## config.mk

```make
export PLATFORM = sky130hd
export DESIGN_NAME = onewire_pwm_io_function_commands_top
export DESIGN_NICKNAME = d
export VERILOG_FILES = /design/src/rtl/core/pwmio_pkg.sv /design/src/rtl/core/pwmio_front.sv /design/src/rtl/core/pwmio_queue.sv /design/src/rtl/core/pwmio_back.sv /design/src/rtl/core/onewire_pwm_io_function_commands_top.sv
export SDC_FILE = /design/constraint.sdc
export NUM_CORES = 1
export LEC_CHECK = 0
export BUFFER_PORTS_ARGS = -buffer_cell sky130_fd_sc_hd__buf_2
export CAP_MARGIN = 20
export CORE_UTILIZATION = 45
export DETAILED_ROUTE_END_ITERATION = 10
export GPL_TIMING_DRIVEN = 0
export PLACE_DENSITY = 0.59
export RECOVER_POWER = 25
export REMOVE_ABC_BUFFERS = 1
export SLEW_MARGIN = 20
export SYNTH_ARGS = -nofsm -noshare
export SYNTH_HDL_FRONTEND = slang
export SYNTH_HIERARCHICAL = 1
export SYNTH_SLANG_ARGS = --single-unit
```

## constraint.sdc

```tcl
create_clock -name clk -period 4.9 [get_ports clk]
set_input_delay 0.245 -clock clk [delete_from_list [all_inputs] [get_ports clk]]
set_output_delay 0.245 -clock clk [all_outputs]
set_load 0.02 [all_outputs]
```

## src/rtl/core/pwmio_pkg.sv

```systemverilog
// Package for the 1-Wire PIO function-command block: types, codes and helper functions.
package pwmio_pkg;

	localparam int PWM_PERIOD_STEPS = 128;
	localparam int READ_BURST       = 32;
	localparam int CNT_W            = (READ_BURST > 8) ? $clog2(READ_BURST) : 3;
	localparam int Q_DEPTH          = 2;
	localparam int Q_PTR_W          = $clog2(Q_DEPTH);

	localparam logic [7:0] FC_READ_PIO   = 8'hF0;
	localparam logic [7:0] FC_READ_BURST = 8'hF5;
	localparam logic [7:0] FC_CH_WRITE   = 8'h5A;
	localparam logic [7:0] FC_CS_WRITE   = 8'hCC;
	localparam logic [7:0] FC_RESET_ACT  = 8'hC3;

	localparam logic [7:0] PAGE_BASE = 8'h88;
	localparam logic [7:0] CH_ADDR   = 8'h89;
	localparam logic [7:0] CS_FIRST  = 8'h8B;
	localparam logic [7:0] CS_ADDR   = 8'h8D;
	localparam logic [7:0] ACK_BYTE  = 8'hAA;
	localparam logic [7:0] ALL_ONES  = 8'hFF;

	typedef struct packed {
		logic       cmd;
		logic [7:0] rx_byte;
	} in_t;

	typedef struct packed {
		logic [7:0] tx_byte;
		logic       last;
		logic [7:0] pwm_compare;
	} out_t;

	typedef enum logic [3:0] {
		PH_IDLE,
		PH_PIO_LO,
		PH_PIO_HI,
		PH_CHW_DATA,
		PH_CHW_INV,
		PH_CS_LO,
		PH_CS_HI,
		PH_CS_DATA,
		PH_DONE
	} phase_t;

	typedef enum logic [2:0] {
		B_IDLE,
		B_AA,
		B_DATA,
		B_BODY,
		B_CRC_LO,
		B_CRC_HI
	} back_state_t;

	typedef enum logic [1:0] {
		JOB_BURST,
		JOB_PAGE,
		JOB_ACK,
		JOB_ECHO
	} job_kind_t;

	// One queued transmit job; everything the back end needs is snapshotted here.
	typedef struct packed {
		job_kind_t   kind;
		logic [15:0] crc;
		logic [7:0]  data;
		logic [7:0]  csr;
		logic [3:0]  idx;
		logic [7:0]  duty;
	} job_t;

	function automatic logic [15:0] crc_byte(input logic [15:0] crc_in, input logic [7:0] b);
		logic [15:0] c;
		c = crc_in ^ {8'h00, b};
		for (int k = 0; k < 8; k++) begin
			c = c[0] ? ((c >> 1) ^ 16'hA001) : (c >> 1);
		end
		return c;
	endfunction

	function automatic logic [7:0] steps_to_latch(input logic [7:0] s);
		logic [15:0] p;
		p = {8'h00, s} * 16'd255;
		if (s == 8'(PWM_PERIOD_STEPS)) return 8'h00;
		if (s == 8'h00) return ALL_ONES;
		return 8'(p / PWM_PERIOD_STEPS);
	endfunction

	// r*PERIOD/255 via reciprocal: for x < 65535, x/255 == (x + (x>>8) + 1) >> 8
	function automatic logic [7:0] latch_to_steps(input logic [7:0] r);
		logic [15:0] x;
		logic [16:0] t;
		x = 16'(r) * 16'(PWM_PERIOD_STEPS);
		t = {1'b0, x} + 17'(x >> 8) + 17'd1;
		if (r == 8'h00) return 8'(PWM_PERIOD_STEPS);
		if (r == ALL_ONES) return 8'h00;
		return t[15:8];
	endfunction

	function automatic logic [7:0] page_read(input logic [2:0] idx, input logic [7:0] latch,
			input logic [7:0] csr);
		logic [7:0] v;
		case (idx)
			3'd1: v = latch;
			3'd0, 3'd2, 3'd3, 3'd4: v = 8'h00;
			3'd5: v = csr;
			default: v = ALL_ONES;
		endcase
		return v;
	endfunction

endpackage

```

## src/rtl/core/pwmio_front.sv

```systemverilog
// Front end: accepts received bytes, tracks the command phase and queues transmit jobs.
module pwmio_front import pwmio_pkg::*; (
	input  logic clk,
	input  logic arst_n,
	input  logic item_valid,
	output logic item_stall,
	input  in_t  item,
	input  logic q_full,
	output logic job_push,
	output job_t job
);

	phase_t      phase_q, phase_d;
	logic [7:0]  start_q, start_d;
	logic [7:0]  waddr_q, waddr_d;
	logic [7:0]  held_q, held_d;
	logic [7:0]  csr_q, csr_d;
	logic [7:0]  duty_q, duty_d;
	logic [15:0] crc_q, crc_d;
	logic        accept;
	logic        push_c;
	logic [7:0]  b;
	logic [15:0] crc_b;
	logic [7:0]  page;
	logic [7:0]  waddr_inc;
	logic [7:0]  duty_new;

	assign item_stall = q_full;
	assign accept     = item_valid & ~q_full;
	assign b          = item.rx_byte;
	assign crc_b      = crc_byte((phase_q == PH_IDLE) ? 16'h0000 : crc_q, b);
	assign page       = start_q - PAGE_BASE;
	assign waddr_inc  = waddr_q + 8'd1;
	assign duty_new   = (~held_q == b) ? latch_to_steps(~held_q) : duty_q;
	assign job_push   = accept & push_c;

	always_comb begin
		phase_d = phase_q;
		if (item.cmd) begin
			phase_d = PH_IDLE;
		end else begin
			case (phase_q)
				PH_IDLE: begin
					case (b)
						FC_READ_PIO: phase_d = PH_PIO_LO;
						FC_CH_WRITE: phase_d = PH_CHW_DATA;
						FC_CS_WRITE: phase_d = PH_CS_LO;
						default:     phase_d = PH_DONE;
					endcase
				end
				PH_PIO_LO:   phase_d = PH_PIO_HI;
				PH_CHW_DATA: phase_d = PH_CHW_INV;
				PH_CHW_INV:  phase_d = PH_CHW_DATA;
				PH_CS_LO:    phase_d = PH_CS_HI;
				PH_CS_HI: begin
					if (start_q < CS_FIRST || start_q > CS_ADDR) phase_d = PH_DONE;
					else phase_d = PH_CS_DATA;
				end
				PH_CS_DATA: begin
					if (waddr_inc > CS_ADDR) phase_d = PH_DONE;
				end
				default: phase_d = PH_DONE;
			endcase
		end
	end

	always_comb begin
		start_d  = start_q;
		waddr_d  = waddr_q;
		held_d   = held_q;
		csr_d    = csr_q;
		duty_d   = duty_q;
		crc_d    = crc_q;
		push_c   = 1'b0;
		job.kind = JOB_ACK;
		job.crc  = crc_b;
		job.data = 8'h00;
		job.csr  = csr_q;
		job.idx  = 4'd0;
		job.duty = duty_q;
		if (!item.cmd) begin
			case (phase_q)
				PH_IDLE: begin
					case (b)
						FC_READ_PIO: crc_d = crc_b;
						FC_READ_BURST: begin
							crc_d    = crc_b;
							push_c   = 1'b1;
							job.kind = JOB_BURST;
							job.data = steps_to_latch(duty_q);
						end
						FC_CH_WRITE: waddr_d = CH_ADDR;
						FC_RESET_ACT: push_c = 1'b1;
						default: ;
					endcase
				end
				PH_PIO_LO: begin
					start_d = b;
					crc_d   = crc_b;
				end
				PH_PIO_HI: begin
					crc_d    = crc_b;
					push_c   = 1'b1;
					job.kind = JOB_PAGE;
					job.data = ~steps_to_latch(duty_q);
					job.idx  = (page > 8'd7) ? 4'd8 : page[3:0];
				end
				PH_CHW_DATA: held_d = b;
				PH_CHW_INV: begin
					duty_d   = duty_new;
					waddr_d  = waddr_inc;
					push_c   = 1'b1;
					job.kind = JOB_ECHO;
					job.data = held_q;
					job.duty = duty_new;
				end
				PH_CS_LO: start_d = b;
				PH_CS_HI: begin
					if (!(start_q < CS_FIRST || start_q > CS_ADDR)) waddr_d = start_q;
				end
				PH_CS_DATA: begin
					if (waddr_q == CS_ADDR) csr_d = b;
					waddr_d = waddr_inc;
				end
				default: ;
			endcase
		end
	end

	always_ff @(posedge clk or negedge arst_n) begin
		if (!arst_n) begin
			phase_q <= PH_IDLE;
			start_q <= 8'h00;
			waddr_q <= 8'h00;
			held_q  <= 8'h00;
			csr_q   <= PAGE_BASE;
			duty_q  <= 8'(PWM_PERIOD_STEPS);
			crc_q   <= 16'h0000;
		end else if (accept) begin
			phase_q <= phase_d;
			start_q <= start_d;
			waddr_q <= waddr_d;
			held_q  <= held_d;
			csr_q   <= csr_d;
			duty_q  <= duty_d;
			crc_q   <= crc_d;
		end
	end

endmodule

```

## src/rtl/core/pwmio_queue.sv

```systemverilog
// Short job queue between the front end and the transmit back end.
module pwmio_queue import pwmio_pkg::*; (
	input  logic clk,
	input  logic arst_n,
	input  logic push,
	input  job_t push_job,
	output logic full,
	input  logic pop,
	output logic empty,
	output job_t head
);

	localparam int CNT_QW = $clog2(Q_DEPTH + 1);

	job_t               mem_q [Q_DEPTH];
	logic [Q_PTR_W-1:0] wr_q, rd_q;
	logic [CNT_QW-1:0]  count_q;
	logic               do_push, do_pop;

	assign full    = (count_q == CNT_QW'(Q_DEPTH));
	assign empty   = (count_q == '0);
	assign head    = mem_q[rd_q];
	assign do_push = push & ~full;
	assign do_pop  = pop & ~empty;

	always_ff @(posedge clk) begin
		if (do_push) mem_q[wr_q] <= push_job;
	end

	always_ff @(posedge clk or negedge arst_n) begin
		if (!arst_n) begin
			wr_q    <= '0;
			rd_q    <= '0;
			count_q <= '0;
		end else begin
			if (do_push) wr_q <= (wr_q == Q_PTR_W'(Q_DEPTH - 1)) ? '0 : wr_q + 1'b1;
			if (do_pop) rd_q <= (rd_q == Q_PTR_W'(Q_DEPTH - 1)) ? '0 : rd_q + 1'b1;
			if (do_push && !do_pop) count_q <= count_q + 1'b1;
			else if (do_pop && !do_push) count_q <= count_q - 1'b1;
		end
	end

endmodule

```

## src/rtl/core/pwmio_back.sv

```systemverilog
// Back end: plays out queued jobs one transmit byte per cycle unless stalled, with running CRC16.
module pwmio_back import pwmio_pkg::*; (
	input  logic clk,
	input  logic arst_n,
	input  logic q_empty,
	input  job_t head,
	output logic pop,
	output logic reply_valid,
	input  logic reply_stall,
	output out_t reply
);

	back_state_t      st_q, st_d;
	job_t             job_q;
	logic [15:0]      crc_q;
	logic [CNT_W-1:0] cnt_q;
	logic             fire;
	logic             body_end;
	logic [7:0]       tx;

	assign reply_valid = (st_q != B_IDLE);
	assign fire        = reply_valid & ~reply_stall;
	assign pop         = (st_q == B_IDLE) & ~q_empty;
	assign body_end    = (job_q.kind == JOB_BURST) ? (cnt_q == CNT_W'(READ_BURST - 1))
	                                               : (cnt_q == CNT_W'(7));

	always_comb begin
		st_d = st_q;
		case (st_q)
			B_IDLE: begin
				if (!q_empty) begin
					case (head.kind)
						JOB_BURST: st_d = B_BODY;
						JOB_PAGE:  st_d = head.idx[3] ? B_CRC_LO : B_BODY;
						default:   st_d = B_AA;
					endcase
				end
			end
			B_AA:     if (fire) st_d = (job_q.kind == JOB_ECHO) ? B_DATA : B_IDLE;
			B_DATA:   if (fire) st_d = B_IDLE;
			B_BODY:   if (fire && body_end) st_d = B_CRC_LO;
			B_CRC_LO: if (fire) st_d = B_CRC_HI;
			B_CRC_HI: if (fire) st_d = B_IDLE;
			default:  st_d = B_IDLE;
		endcase
	end

	always_comb begin
		case (st_q)
			B_AA:     tx = ACK_BYTE;
			B_DATA:   tx = job_q.data;
			B_BODY:   tx = (job_q.kind == JOB_BURST) ? job_q.data
			                : page_read(cnt_q[2:0], job_q.data, job_q.csr);
			B_CRC_LO: tx = ~crc_q[7:0];
			B_CRC_HI: tx = ~crc_q[15:8];
			default:  tx = 8'h00;
		endcase
		reply.tx_byte     = tx;
		reply.last        = (st_q == B_CRC_HI) || (st_q == B_DATA)
		                    || (st_q == B_AA && job_q.kind == JOB_ACK);
		reply.pwm_compare = job_q.duty;
	end

	always_ff @(posedge clk or negedge arst_n) begin
		if (!arst_n) begin
			st_q  <= B_IDLE;
			cnt_q <= '0;
		end else begin
			st_q <= st_d;
			if (pop) cnt_q <= (head.kind == JOB_PAGE) ? CNT_W'(head.idx[2:0]) : '0;
			else if (fire && st_q == B_BODY) cnt_q <= cnt_q + 1'b1;
		end
	end

	always_ff @(posedge clk) begin
		if (pop) begin
			job_q <= head;
			crc_q <= head.crc;
		end else if (fire && st_q == B_BODY) begin
			crc_q <= crc_byte(crc_q, tx);
		end
	end

endmodule

```

## src/rtl/core/onewire_pwm_io_function_commands_top.sv

```systemverilog
// Top level of the 1-Wire PIO function-command block with PWM output latch.
// Each received byte or bus reset is taken by the front end, which keeps the
// command phase, addresses, control/status register and PWM duty, and queues a transmit job
// in a two-entry queue; input stalls only while that queue is full. The back end pops a job
// from the queue head while idle, starts it in the next cycle and then sends one byte per
// cycle while the receiver does not stall, returning to idle after each job's final byte.
// A job sends 34 bytes for F5, up to 10 for a page read, 2 for a channel write echo, 1 for
// C3. The CRC16 is folded in once for each body byte sent.
module onewire_pwm_io_function_commands_top import pwmio_pkg::*; (
	input  logic clk,
	input  logic arst_n,
	input  logic cmd_valid,
	output logic cmd_stall,
	input  in_t  cmd_item,
	output logic reply_valid,
	input  logic reply_stall,
	output out_t reply_item
);

	logic q_push, q_full, q_pop, q_empty;
	job_t q_in, q_head;

	pwmio_front u_front (
		.clk        (clk),
		.arst_n     (arst_n),
		.item_valid (cmd_valid),
		.item_stall (cmd_stall),
		.item       (cmd_item),
		.q_full     (q_full),
		.job_push   (q_push),
		.job        (q_in)
	);

	pwmio_queue u_queue (
		.clk      (clk),
		.arst_n   (arst_n),
		.push     (q_push),
		.push_job (q_in),
		.full     (q_full),
		.pop      (q_pop),
		.empty    (q_empty),
		.head     (q_head)
	);

	pwmio_back u_back (
		.clk         (clk),
		.arst_n      (arst_n),
		.q_empty     (q_empty),
		.head        (q_head),
		.pop         (q_pop),
		.reply_valid (reply_valid),
		.reply_stall (reply_stall),
		.reply       (reply_item)
	);

	a_no_overflow: assert property (@(posedge clk) disable iff (!arst_n)
		!(q_push && q_full))
		else $error("job pushed into full queue");

	a_gap_after_last: assert property (@(posedge clk) disable iff (!arst_n)
		(reply_valid && !reply_stall && reply_item.last) |=> !reply_valid)
		else $error("back end did not return to idle after final byte");

	a_compare_range: assert property (@(posedge clk) disable iff (!arst_n)
		reply_valid |-> (reply_item.pwm_compare <= 8'(PWM_PERIOD_STEPS)))
		else $error("pwm compare beyond period");

endmodule
```

* After elaboration in Yosys (flattened, before gate mapping) *
Memories as Yosys holds them, arrays and structs flattened.
Index checks and enable logic that the tools add are counted.

cells by class
  add/sub/neg operators = 9
  multiply operators = 1
  order comparisons = 4
  equality and inequality tests = 41
  muxes and demuxes = 94
  bitwise gates (word level) = 32
  reduce and logical (&&, ||, !) cells = 39

operator list
  cell                                                                 number
  16-bit two-way mux                                                   20
  8-bit two-way mux                                                    19
  8-bit case mux with 3 select lines                                   3
  8-bit == test, second input constant                                 7
  2-bit inverter with 3-bit output                                     16
  8-bit case mux with 5 select lines                                   1
  8-bit inverter                                                       4
  16-bit case mux with 2 select lines                                  1
  16-bit by 8-bit XOR with 16-bit output                               2
  4-bit case mux with 7 select lines                                   1
  1-bit two-way mux                                                    24
  3-bit two-way mux                                                    7
  4-bit two-way mux                                                    5
  15-bit by 7-bit adder with 16-bit output                             1
  16-bit by 1-bit adder with 16-bit output, second input constant      1
  4-bit by 3-bit == test with 1-bit output, second input constant      4
  8-bit > comparator, second input constant                            2
  8-bit zero test                                                      2
  8-bit by 8-bit multiplier with 15-bit output, second input constant  1
  3-bit case mux with 5 select lines                                   1
  2-bit OR reduction                                                   7
  3-bit by 2-bit == test with 1-bit output, second input constant      4
  3-bit == test, second input constant                                 4
  12-bit two-way mux                                                   1
  41 further kinds                                                     82

word-level totals
  register bits = 114
  RAM bits = 92
  output and inout bits = 19
  memories = 1

memory list
  name           words  width  rd ports  clocked after memory_dff  write ports  RTL line           text
  u_queue.mem_q  2      46     1         0                         1            pwmio_queue.sv:15  job_t mem_q [Q_DEPTH];

* Logic depth before layout (Yosys ltp) *
Gate-level depths: netlist (run 1).

  depth after elaboration = 24
  gate-level depth with buffers = 17
  mapped depth without buffers = 17

* By module *
The synthesis (run 1) kept the hierarchy.

by module, submodules not included
  module       instances  cells an instance  area an instance (sq um)  sequential area each (sq um)
  pwmio_front  1          587                5534.1                    1505.2
  pwmio_queue  1          162                3639.7                    2862.7
  pwmio_back   1          233                2626.3                    1461.4

* Worst setup path after synthesis (run 1) *
Ideal clock, no wire load.

  kind = register -> register
  from = reg u_front.duty_q[7]
  to = mem u_queue/mem_q[0][25] (netlist bit) (data pin)
  setup time = 0.272 ns
  arrival time = 4.120 ns
  required time = 4.628 ns
  path slack = 0.508 ns
  cell stages (with the launch flop) = 15
  buffers on the path = 0
  period minus slack after synthesis = 4.392 ns
  path through = dfstp_2 -> inv_1 -> fa_1 -> fa_1 -> fa_1 -> fa_1 -> inv_1 -> ha_1 -> a21oi_1 -> o21ai_0 -> a41oi_1 -> o21ai_0 -> a31oi_1 -> mux2i_1 -> a21oi_1

RTL lines
  element                 RTL line            text
  start, declared         pwmio_front.sv:18   logic [7:0] duty_q, duty_d;
  start signal, assigned  pwmio_front.sv:137  duty_q <= 8'(PWM_PERIOD_STEPS);
  start signal, assigned  pwmio_front.sv:145  duty_q <= duty_d;
  end, declared           pwmio_queue.sv:15

==> out/results.tsv, run 1 <==
metric	value	unit
outcome	finished, violations left	
violations	max-capacitance violations, max-slew violations	
fin_skew	0.01011	ns
rrSetupSlack	0.17	ns
yosys.cell_types.count	77	
yosysTopAreaCellShare	0.3410	
antenna_found_initial	2	
insertion_delay	0.50	ns
yosys_warnings	6	
drtAntennaViolNets	0	
drt_wl_total	24870	µm
p_leak	5.376	nW
pwr-share-clk	0.220	
dpl.hpwl	17790	µm
worst_hold_path.num_cells	2	
drv_slew	54	
synth_enable_flop_cells	134	
min_period	4.730	ns
r2r_end	u_queue/mem_q[1][27]	
hold_class	in2reg	
comb_power_share	0.420	
seq_power_share	0.359	
crit_fanout	7	
grt_pass1_wl	39400	µm
tightest_slew	2.525	ns
intPower	4.717	mW
tns	0	ns
vias_per_cell	5.392	
place_congestion	0.8470	
worstSetupPathType	reg2reg	
hold-path-endpoint	u_front/start_q[1]	
maxCapViolations	1	
placed_area	12210	µm²
power_switching	2.718	mW
finalCritPeriodShare	0.9653	
die_area	26870	µm²
startpoint_type	flop	
syn_area	11800	µm²
drt-wirelength-per-cell	18.26	µm
power	7.435	mW
finalWorstSetupSlack	0.1700	ns
portBuffers	31	
cts_tree	built	
fmax	0.2114	GHz
ys_ff_latch	206	
synth-main-ff-cell	edfxtp_1	
grt_max_degree	54	
drive_gt1_frac	0.2124	
r2r-start	u_front/duty_q[1]	
io_pins	32	
cp-end-kind	flop	
synth_common_cells	edfxtp_1 (134), nand2_1 (86), inv_1 (71), dfrtp_1 (69), mux2_2 (65)	
area_growth	10.98	%
arrival	4.92	ns
numCtsBuffers	23	
synth.most_common_cell	edfxtp_1	
coreArea	25470	µm²
reg2regPathDepth	14	
avgSynthCellArea	12.02	µm²
drt_iter0_drc	526	
ys_top_cells_by_area	edfxtp_1 (34%), dfrtp_1 (15%), mux2_2 (6.2%), fa_1 (4.8%), ha_1 (4.6%)	
postSynthCellCount	982	
grt.total_usage	0.1906	
slew_headroom	-0.6830	
die_x	163.9	µm
grt_pass1_vias	7238	
power_density	567.7	nW/µm²
stdcell_count	1362	
final_util	0.5141	
cts-root-buf	clkbuf_16	
final_area	13100	µm²
synth_top_cell_by_area	edfxtp_1	
ir_worst_vdd	0.5440	mV
seq_area_frac_synth	0.4940	
pre_cts_slack	-0.1102	ns
layout.nets	1099	
min_from	cmd_item[1]	
rows	58	
switching_share	0.3655	
hold_viol	0	
cts_sinks	206	
clk_path_buf_depth	3	
overflow	0	
async_flop_share	0.3495	
drc	0	
via_count	7344	
hold_slack	0.2220	ns
cts.htree.levels	1	
crit_required	5.09	ns
first_pass_iters	5	
die_h	163.9	µm
placed_cells	1303	
clk_pin_slew	0.06	ns
start_util	0.4633	
setup_viol	0	
## flip-flops by register name (all words and copies together), names as in the netlist
signal / flops
u_queue/mem_q: 92
u_back/job_q: 18
u_back/crc_q: 16
u_front/crc_q: 16
u_back/reply: 8
u_front/csr_q: 8
u_front/duty_q: 8
u_front/held_q: 8
u_front/start_q: 8
u_front/waddr_q: 8
u_back/cnt_q: 5
u_front/phase_q: 4
u_back/st_q: 3
u_queue/count_q: 2
u_queue/rd_q: 1
u_queue/wr_q: 1
## power by group through the flow
stage	combinational (mW)	sequential (mW)	clock [mW]
6_report	3.13	2.67	1.64
2_1_floorplan	2.29	2.71	0
3_5_place_dp	3.12	2.72	0
5_1_grt	3.44	2.72	1.75
4_1_cts	3.16	2.68	1.68
3_3_place_gp	2.97	2.80	0
## layer usage
| metal | wire [µm] | GRT usage | vias to the layer above |
|---|---|---|---|
| li1 | - | - | 3545 |
| met1 | 12210 | 0.2793 | 3637 |
| met2 | 11270 | 0.2980 | 135 |
| met3 | 1059 | 0.03030 | 25 |
| met4 | 321 | 0.03998 | 2 |
| met5 | 13 | 0 | - |
## worst max-delay path, cell delays in order (launching register included)
cell and delay [ns]:
dfrtp_2 0.48, fa_1 0.62, fa_1 0.46, fa_1 0.57
inv_1 0.06, fa_1 0.53, inv_1 0.04, ha_1 0.37
a21oi_2 0.17, nor2_1 0.08, o221ai_2 0.17, nand3b_1 0.18
buf_4 0.19, o311ai_2 0.26, a41oi_2 0.21
## final cells by class
type	instances	area (µm²)
Antenna cell	1	2.502
Sequential cell	206	5838
Clock buffer	34	658.1
Inverter	73	289.0
Tap cell	330	412.9
Clock inverter	7	61.31
Timing Repair Buffer	54	382.9
Multi-Input combinational cell	657	5451
Fill cell	2239	12380
## what timing repair did
item / in CTS / in global routing
cloned: 0 / 0
gates resized for setup: 7 / 20
endpoints found under the hold margin: 19 / 0
buffers inserted: 4 / 12
hold buffers: 1 / 0
pin swaps: 0 / 4
setup endpoints to repair: 8 / 14
## cells by family (layout without fill, tap and decap cells)
kind of cell / count (synthesis) / in the layout / synth area share
and+or+nand+nor: 241 / 241 / 0.1035
DFF: 206 / 206 / 0.4940
muxes: 104 / 104 / 0.1078
adders and majority gates: 71 / 71 / 0.09310
buffers and inverters: 119 / 168 / 0.04909
AOI/OAI and AO/OA: 152 / 152 / 0.08324
other: 0 / 1 / 0
xor gates and xnor gates: 89 / 89 / 0.06924
## placed cells by master, fill, tap and decap left out, types with 6 or more instances in the layout
master      netlist  final
edfxtp_1        134    134
nand2_1          86     86
inv_1            71     66
mux2_2           65     65
dfrtp_1          69     62
nor2_1           54     53
xnor2_1          51     50
o21ai_0          51     49
ha_1             43     42
a21oi_1          45     41
xor2_1           34     34
fa_1             28     26
clkbuf_16         0     24
mux2_4           30     23
buf_2            10     22
clkbuf_1         11     17
buf_4            16     16
nand3_1          13     13
nand4_1          11     11
and2_1           10     10
nor3_1            9      9
nor2b_1           8      8
mux2i_1           9      8
dfrtp_2           0      7
mux2_1            0      7
clkinvlp_4        0      6
## worst max-delay path by stage
| stage | from | to | slack (ns) |
|---|---|---|---|
| after global placement | u_queue/count_q[0] | u_queue/mem_q[0][31] | -0.86 |
| after floorplan | u_front/duty_q[7] | u_queue/mem_q[0][25] | 0.51 |
| final | u_front/duty_q[1] | u_queue/mem_q[1][27] | 0.17 |
| after CTS | u_front/duty_q[3] | u_queue/mem_q[0][27] | 0.003 |
| after global routing | u_front/duty_q[1] | u_queue/mem_q[0][27] | -0.009 |
| after detailed placement | u_front/duty_q[4] | u_queue/mem_q[1][27] | -0.11 |
Note: power is estimated with default switching activity, not from simulation.
==> run 2: changes to the inputs <==
--- a/config.mk
+++ b/config.mk
@@ -8,11 +8,13 @@
 export BUFFER_PORTS_ARGS = -buffer_cell sky130_fd_sc_hd__buf_2
 export CAP_MARGIN = 20
 export CORE_UTILIZATION = 45
+export CTS_BUF_LIST = sky130_fd_sc_hd__clkbuf_8 sky130_fd_sc_hd__clkbuf_16
 export DETAILED_ROUTE_END_ITERATION = 10
 export GPL_TIMING_DRIVEN = 0
 export PLACE_DENSITY = 0.59
 export RECOVER_POWER = 25
 export REMOVE_ABC_BUFFERS = 1
+export SKIP_LAST_GASP = 1
 export SLEW_MARGIN = 20
 export SYNTH_ARGS = -nofsm -noshare
 export SYNTH_HDL_FRONTEND = slang
==> run 2 against run 1 <==
The flow still finishes with violations (max-capacitance violations, max-slew violations); clock-buffer cell count fell by 8; critical path depth did not move; die area did not move; wire length barely moved; non-clock buffer count did not move; worst hold slack got worse by 0.0014 ns.
==> out/results.tsv, run 2 (synthesis gave the netlist of run 1 again) <==
metric	value	unit	change
cts-root-buf	clkbuf_16		
worst_hold_path.num_cells	2		unchanged
io_pins	32		unchanged
maxCapViolations	1		unchanged
slew_headroom	-0.6826		about the same
cp-end-kind	flop		
reg2regPathDepth	14		unchanged
clk_pin_slew	0.06	ns	about the same
start_util	0.4633		unchanged
max_stage_delay	0.62	ns	about the same
drive_gt1_frac	0.2124		unchanged
reg.largest.list	u_queue/mem_q: 92 flops, u_back/job_q: 18 flops		
crit_fanout	7		unchanged
tightest_slew	2.524	ns	-0.0005929 ns
cts.htree.levels	1		unchanged
p_leak	5.409	nW	+0.62%
worstSetupPathType	reg2reg		
via_count	7324		-0.27%
slowest_stage	fa_1		
overflow	0		unchanged
fill_cells	2239		unchanged
outcome	finished, violations left		
stdcell_count	1362		unchanged
drt_iter0_drc	565		+7.4%
die_h	163.9	µm	unchanged
hold_viol	0		unchanged
grt_max_degree	54		unchanged
drv_slew	54		unchanged
grt_pass1_vias	7238		unchanged
crit_required	5.09	ns	about the same
fin_skew	0.006489	ns	-0.003619 ns
cts_tree	built		
violations	max-capacitance violations, max-slew violations		
die_x	163.9	µm	unchanged
setup_viol	0		unchanged
place_congestion	0.8470		unchanged
largest_reg_flops	92		unchanged
arrival	4.93	ns	about the same
top_register	u_queue/mem_q		
drt-wirelength-per-cell	18.26	µm	about the same
hold_class	in2reg		
portBuffers	31		unchanged
critical_path_buf_inv_count	3		unchanged
drt_wl_total	24870	µm	about the same
min_period	4.737	ns	+0.007466 ns
cts_sinks	206		unchanged
grt.total_usage	0.1907		about the same
ir_worst_vdd	0.5437	mV	about the same
crit_top_cell	fa_1		
first_pass_iters	5		unchanged
power_density	566.8	nW/µm²	-0.17%
final_cell_mix	edfxtp_1 (134), nand2_1 (86), inv_1 (74)		
vias_per_cell	5.377		-0.27%
worstSetupPathDepth	14		unchanged
rrSetupSlack	0.16	ns	about the same
area_growth	10.98	%	unchanged
rows	58		unchanged
coreArea	25470	µm²	unchanged
drtAntennaViolNets	0		unchanged
hold_slack	0.2206	ns	-0.001379 ns
final_util	0.5141		unchanged
antenna_found_initial	2		unchanged
finalCritPeriodShare	0.9668		+0.001524
fmax	0.2111	GHz	-0.16%
insertion_delay	0.50	ns	about the same
numCtsBuffers	23		unchanged
startpoint_type	flop		
cpLargestDelayFamily	adder cells		
placed_cells	1303		unchanged
drc	0		unchanged
cp_cell_sequence	fa_1 -> fa_1 -> fa_1 -> inv_1 -> fa_1 -> inv_1 -> ha_1 -> a21oi_2 -> nor2_1 -> o221ai_2 -> nand3b_1 -> buf_4 -> o311ai_2 -> a41oi_2		
dpl.hpwl	17790	µm	unchanged
clk_path_buf_depth	3		unchanged
final_common_cell	edfxtp_1		
tns	0	ns	unchanged
layout.nets	1099		unchanged
die_area	26870	µm²	unchanged
grt_pass1_wl	39410	µm	about the same
==> run 2: cell type report <==
class                           instances  area, µm²  share of cell area
Antenna cell                            1      2.502           0.0001911
Clock buffer                           26      628.1             0.04796
Clock inverter                         15      91.34            0.006974
Inverter                               73      289.0             0.02207
Multi-Input combinational cell        657       5451              0.4163
Sequential cell                       206       5838              0.4458
Tap cell                              330      412.9             0.03153
Timing Repair Buffer                   54      382.9             0.02923
==> run 2: path summary, 6_finish.rpt <==
path,to,from
worst max-delay path,u_queue/mem_q[1][27],u_front/duty_q[1]
min in group asynchronous,u_queue/rd_q,arst_n
worst min-delay path,u_front/start_q[1],cmd_item[1]
worst max register to register,u_queue/mem_q[1][27],u_front/duty_q[1]
max in group asynchronous,u_front/duty_q[6],arst_n
worst min register to register,u_queue/mem_q[1][14],u_front/csr_q[2]
==> run 2: power breakdown <==
group | total (mW) | internal [mW] | switching [mW] | leakage [nW]
clock network | 1.62 | 0.962 | 0.660 | 0.376
logic | 3.13 | 1.35 | 1.78 | 2.81
registers | 2.67 | 2.39 | 0.284 | 2.22
total | 7.42 | 4.70 | 2.72 | 5.41
==> run 2: worst reg2reg max path, cell delays in order (launching register included) <==
cell	delay, ns
dfrtp_2	0.49
fa_1	0.63
fa_1	0.46
fa_1	0.57
inv_1	0.06
fa_1	0.53
inv_1	0.04
ha_1	0.37
a21oi_2	0.17
nor2_1	0.08
o221ai_2	0.17
nand3b_1	0.18
buf_4	0.20
o311ai_2	0.27
a41oi_2	0.21
==> run 2: metal layers <==
layer | track usage | up-vias | part of all wire
met3 | 0.03030 | 23 | 0.046
li1 | - | 3547 | -
met4 | 0.03998 | 2 | 0.012
met2 | 0.2978 | 132 | 0.46
met5 | 0 | - | 0.00052
met1 | 0.2797 | 3620 | 0.48
==> run 2: per-stage QoR <==
step	power, mW	setup slack [ns]	instance area, µm²
floorplan	5.006	0.5081	11490
global placement	5.771	-0.8616	12060
detailed placement	5.833	-0.1102	12210
CTS	7.504	0.002574	13000
global route	7.894	-0.009043	13090
finish	7.423	0.1626	13100
==> run 2: repair_timing <==
| item | in CTS | in global routing |
|---|---|---|
| hold endpoints to repair | 19 | 0 |
| hold buffers | 1 | 0 |
| pin swaps | 0 | 4 |
| setup endpoints to repair | 8 | 14 |
| gates cloned | 0 | 0 |
| setup buffers | 4 | 12 |
| gates resized for setup | 7 | 20 |
==> run 3: changes to the inputs <==
==> constraint.sdc (replaced) <==
create_clock -name clk -period 4.98 [get_ports clk]
set_input_delay 0.249 -clock clk [delete_from_list [all_inputs] [get_ports clk]]
set_output_delay 0.249 -clock clk [all_outputs]
set_load 0.02 [all_outputs]
==> run 3 against run 2 <==
The flow still finishes with violations (max-capacitance violations, max-slew violations); highest routed layer unchanged; critical path type unchanged; critical endpoint is now u_queue/mem_q[1][23]; largest power group unchanged; global-route usage down 0.062 points; non-clock buffer count fell by 1; clock power about the same; total power decreased by 1.7%.
==> out/results.tsv, run 3 (synthesis gave the netlist of run 1 again) <==
metric	value	unit	change
ff_latch_area	5836	µm²	about the same
power_density	558.4	nW/µm²	-1.5%
max_stage_delay	0.58	ns	-0.04 ns
arrival	5.02	ns	+0.09 ns
maxCapViolations	1		unchanged
first_pass_iters	5		unchanged
hold_slack	0.2235	ns	+0.002893 ns
vias_per_cell	5.366		-0.20%
startpoint_type	flop		
drc	0		unchanged
die_h	163.9	µm	unchanged
slew_headroom	-0.9761		-0.2934
place_congestion	0.8470		unchanged
fin_skew	0.007463	ns	+0.0009739 ns
drt_wl_total	24800	µm	-0.26%
area_growth	10.74	%	
antenna_found_initial	2		unchanged
worst_hold_path.num_cells	2		unchanged
layout.nets	1098		-0.091%
cp-end-kind	flop		
drv_slew	54		unchanged
via_count	7309		-0.20%
hold_class	in2reg		
cts_tree	built		
hold_viol	0		unchanged
portBuffers	31		unchanged
io_pins	32		unchanged
hold-path-endpoint	u_front/start_q[1]		
p_leak	5.412	nW	about the same
cts-root-buf	clkbuf_16		
cpLargestDelayFamily	adder cells		
insertion_delay	0.50	ns	about the same
crit_required	5.20	ns	+0.11 ns
drive_gt1_frac	0.2039		-0.008532
r2r_end	u_queue/mem_q[1][23]		
violations	max-capacitance violations, max-slew violations		
cp_cell_sequence	clkinvlp_4 -> buf_12 -> fa_2 -> fa_1 -> fa_1 -> fa_1 -> inv_1 -> ha_2 -> nand2_1 -> o21ai_1 -> a41oi_2 -> buf_4 -> xnor2_1 -> nor2_1 -> mux2i_1 -> a21oi_2		
fmax	0.2081	GHz	-1.4%
setup_viol	0		unchanged
cts_sinks	206		unchanged
clk_path_buf_depth	3		unchanged
rows	58		unchanged
reg.largest.list	u_queue/mem_q: 92 flops, u_back/job_q: 18 flops		
dpl.hpwl	17790	µm	unchanged
r2r-start	u_front/duty_q[5]		
die_area	26870	µm²	unchanged
crit_fanout	6		-1
critical_path_buf_inv_count	4		+1
grt_max_degree	54		unchanged
grt_pass1_wl	39300	µm	-0.28%
numCtsBuffers	23		unchanged
drtAntennaViolNets	0		unchanged
start_util	0.4633		unchanged
grt_pass1_vias	7205		-0.46%
rrSetupSlack	0.17	ns	about the same
tns	0	ns	unchanged
min_from	cmd_item[1]		
reg2regPathDepth	16		+2
multi_input_area	5428	µm²	-0.44%
cts.htree.levels	1		unchanged
drt-wirelength-per-cell	18.21	µm	-0.26%
overflow	0		unchanged
tightest_slew	2.964	ns	+0.4401 ns
clk_pin_slew	0.06	ns	about the same
largest_reg_flops	92		unchanged
final_common_cell	edfxtp_1		
slowest_stage	fa_1		
grt.total_usage	0.1901		-0.0006183
crit_top_cell	fa_1		
ir_worst_vdd	0.5340	mV	-1.8%
worstSetupPathType	reg2reg		
top_register	u_queue/mem_q		
final_cell_mix	edfxtp_1 (134), nand2_1 (86), inv_1 (75)		
drt_iter0_drc	538		-4.8%
fill_cells	2243		+0.18%
outcome	finished, violations left		
min_period	4.805	ns	+0.06790 ns
finalCritPeriodShare	0.9649		-0.001897
die_x	163.9	µm	unchanged
coreArea	25470	µm²	unchanged
run 3: per-layer routing:
metal / track usage / share of wire / vias to the layer above
met5: 0 / 0.00052 / -
met4: 0.03998 / 0.013 / 2
met3: 0.03030 / 0.043 / 25
met2: 0.2970 / 0.45 / 121
met1: 0.2785 / 0.49 / 3625
li1: - / - / 3536
run 3: worst reg2reg max path, stage by stage, from the launching register on:
cell        delay [ns]
dfrtp_2           0.44
clkinvlp_4        0.19
buf_12            0.17
fa_2              0.49
fa_1              0.58
fa_1              0.45
fa_1              0.57
inv_1             0.05
ha_2              0.38
nand2_1           0.06
o21ai_1           0.18
a41oi_2           0.07
buf_4             0.16
xnor2_1           0.13
nor2_1            0.15
mux2i_1           0.33
a21oi_2           0.15
run 3: per-stage QoR:
| stage | setup WS, ns | cells | utilization | total power, mW | area, µm² |
|---|---|---|---|---|---|
| 6_report | 0.1747 | 1362 | 0.5130 | 7.297 | 13070 |
| 5_1_grt | -0.04323 | 1360 | 0.5128 | 7.766 | 13060 |
| 4_1_cts | 0.03545 | 1346 | 0.5089 | 7.373 | 12960 |
| 3_5_place_dp | -0.03020 | 1303 | 0.4793 | 5.739 | 12210 |
| 3_3_place_gp | -0.7816 | 1297 | 0.4736 | 5.679 | 12060 |
| 2_1_floorplan | 0.5881 | 936 | - | 4.926 | 11490 |
run 3: how the worst max path moves through the flow:
| stage | slack (ns) | cells after the start | from | endpoint |
|---|---|---|---|---|
| floorplan | 0.59 | 14 | u_front/duty_q[7] | u_queue/mem_q[0][25] |
| global placement | -0.78 | 7 | u_queue/count_q[0] | u_queue/mem_q[0][31] |
| detailed placement | -0.03 | 16 | u_front/duty_q[4] | u_queue/mem_q[1][27] |
| CTS | 0.04 | 16 | u_front/duty_q[4] | u_queue/mem_q[0][27] |
| global route | -0.04 | 15 | u_front/duty_q[5] | u_queue/mem_q[0][24] |
| finish | 0.17 | 16 | u_front/duty_q[5] | u_queue/mem_q[1][23] |
run 3: area by class of cell:
type / instances / area share
Clock inverter: 15 / 0.006990
Timing Repair Buffer: 53 / 0.02920
Tap cell: 330 / 0.03160
Multi-Input combinational cell: 657 / 0.4154
Antenna cell: 2 / 0.0003830
Sequential cell: 206 / 0.4466
Inverter: 73 / 0.02183
Clock buffer: 26 / 0.04807
run 3: where the power goes:
| part | internal, mW | switching (mW) | total (mW) |
|---|---|---|---|
| sequential | 2.35 | 0.282 | 2.63 |
| clock | 0.947 | 0.648 | 1.60 |
| combinational | 1.33 | 1.74 | 3.07 |
| total | 4.63 | 2.67 | 7.30 |
run 3: what timing repair did:
action / CTS / global route
resized for setup: 3 / 16
setup endpoints to repair: 4 / 12
hold buffers: 1 / 0
pin swaps: 0 / 3
setup buffers: 1 / 14
endpoints found under the hold margin: 19 / 0
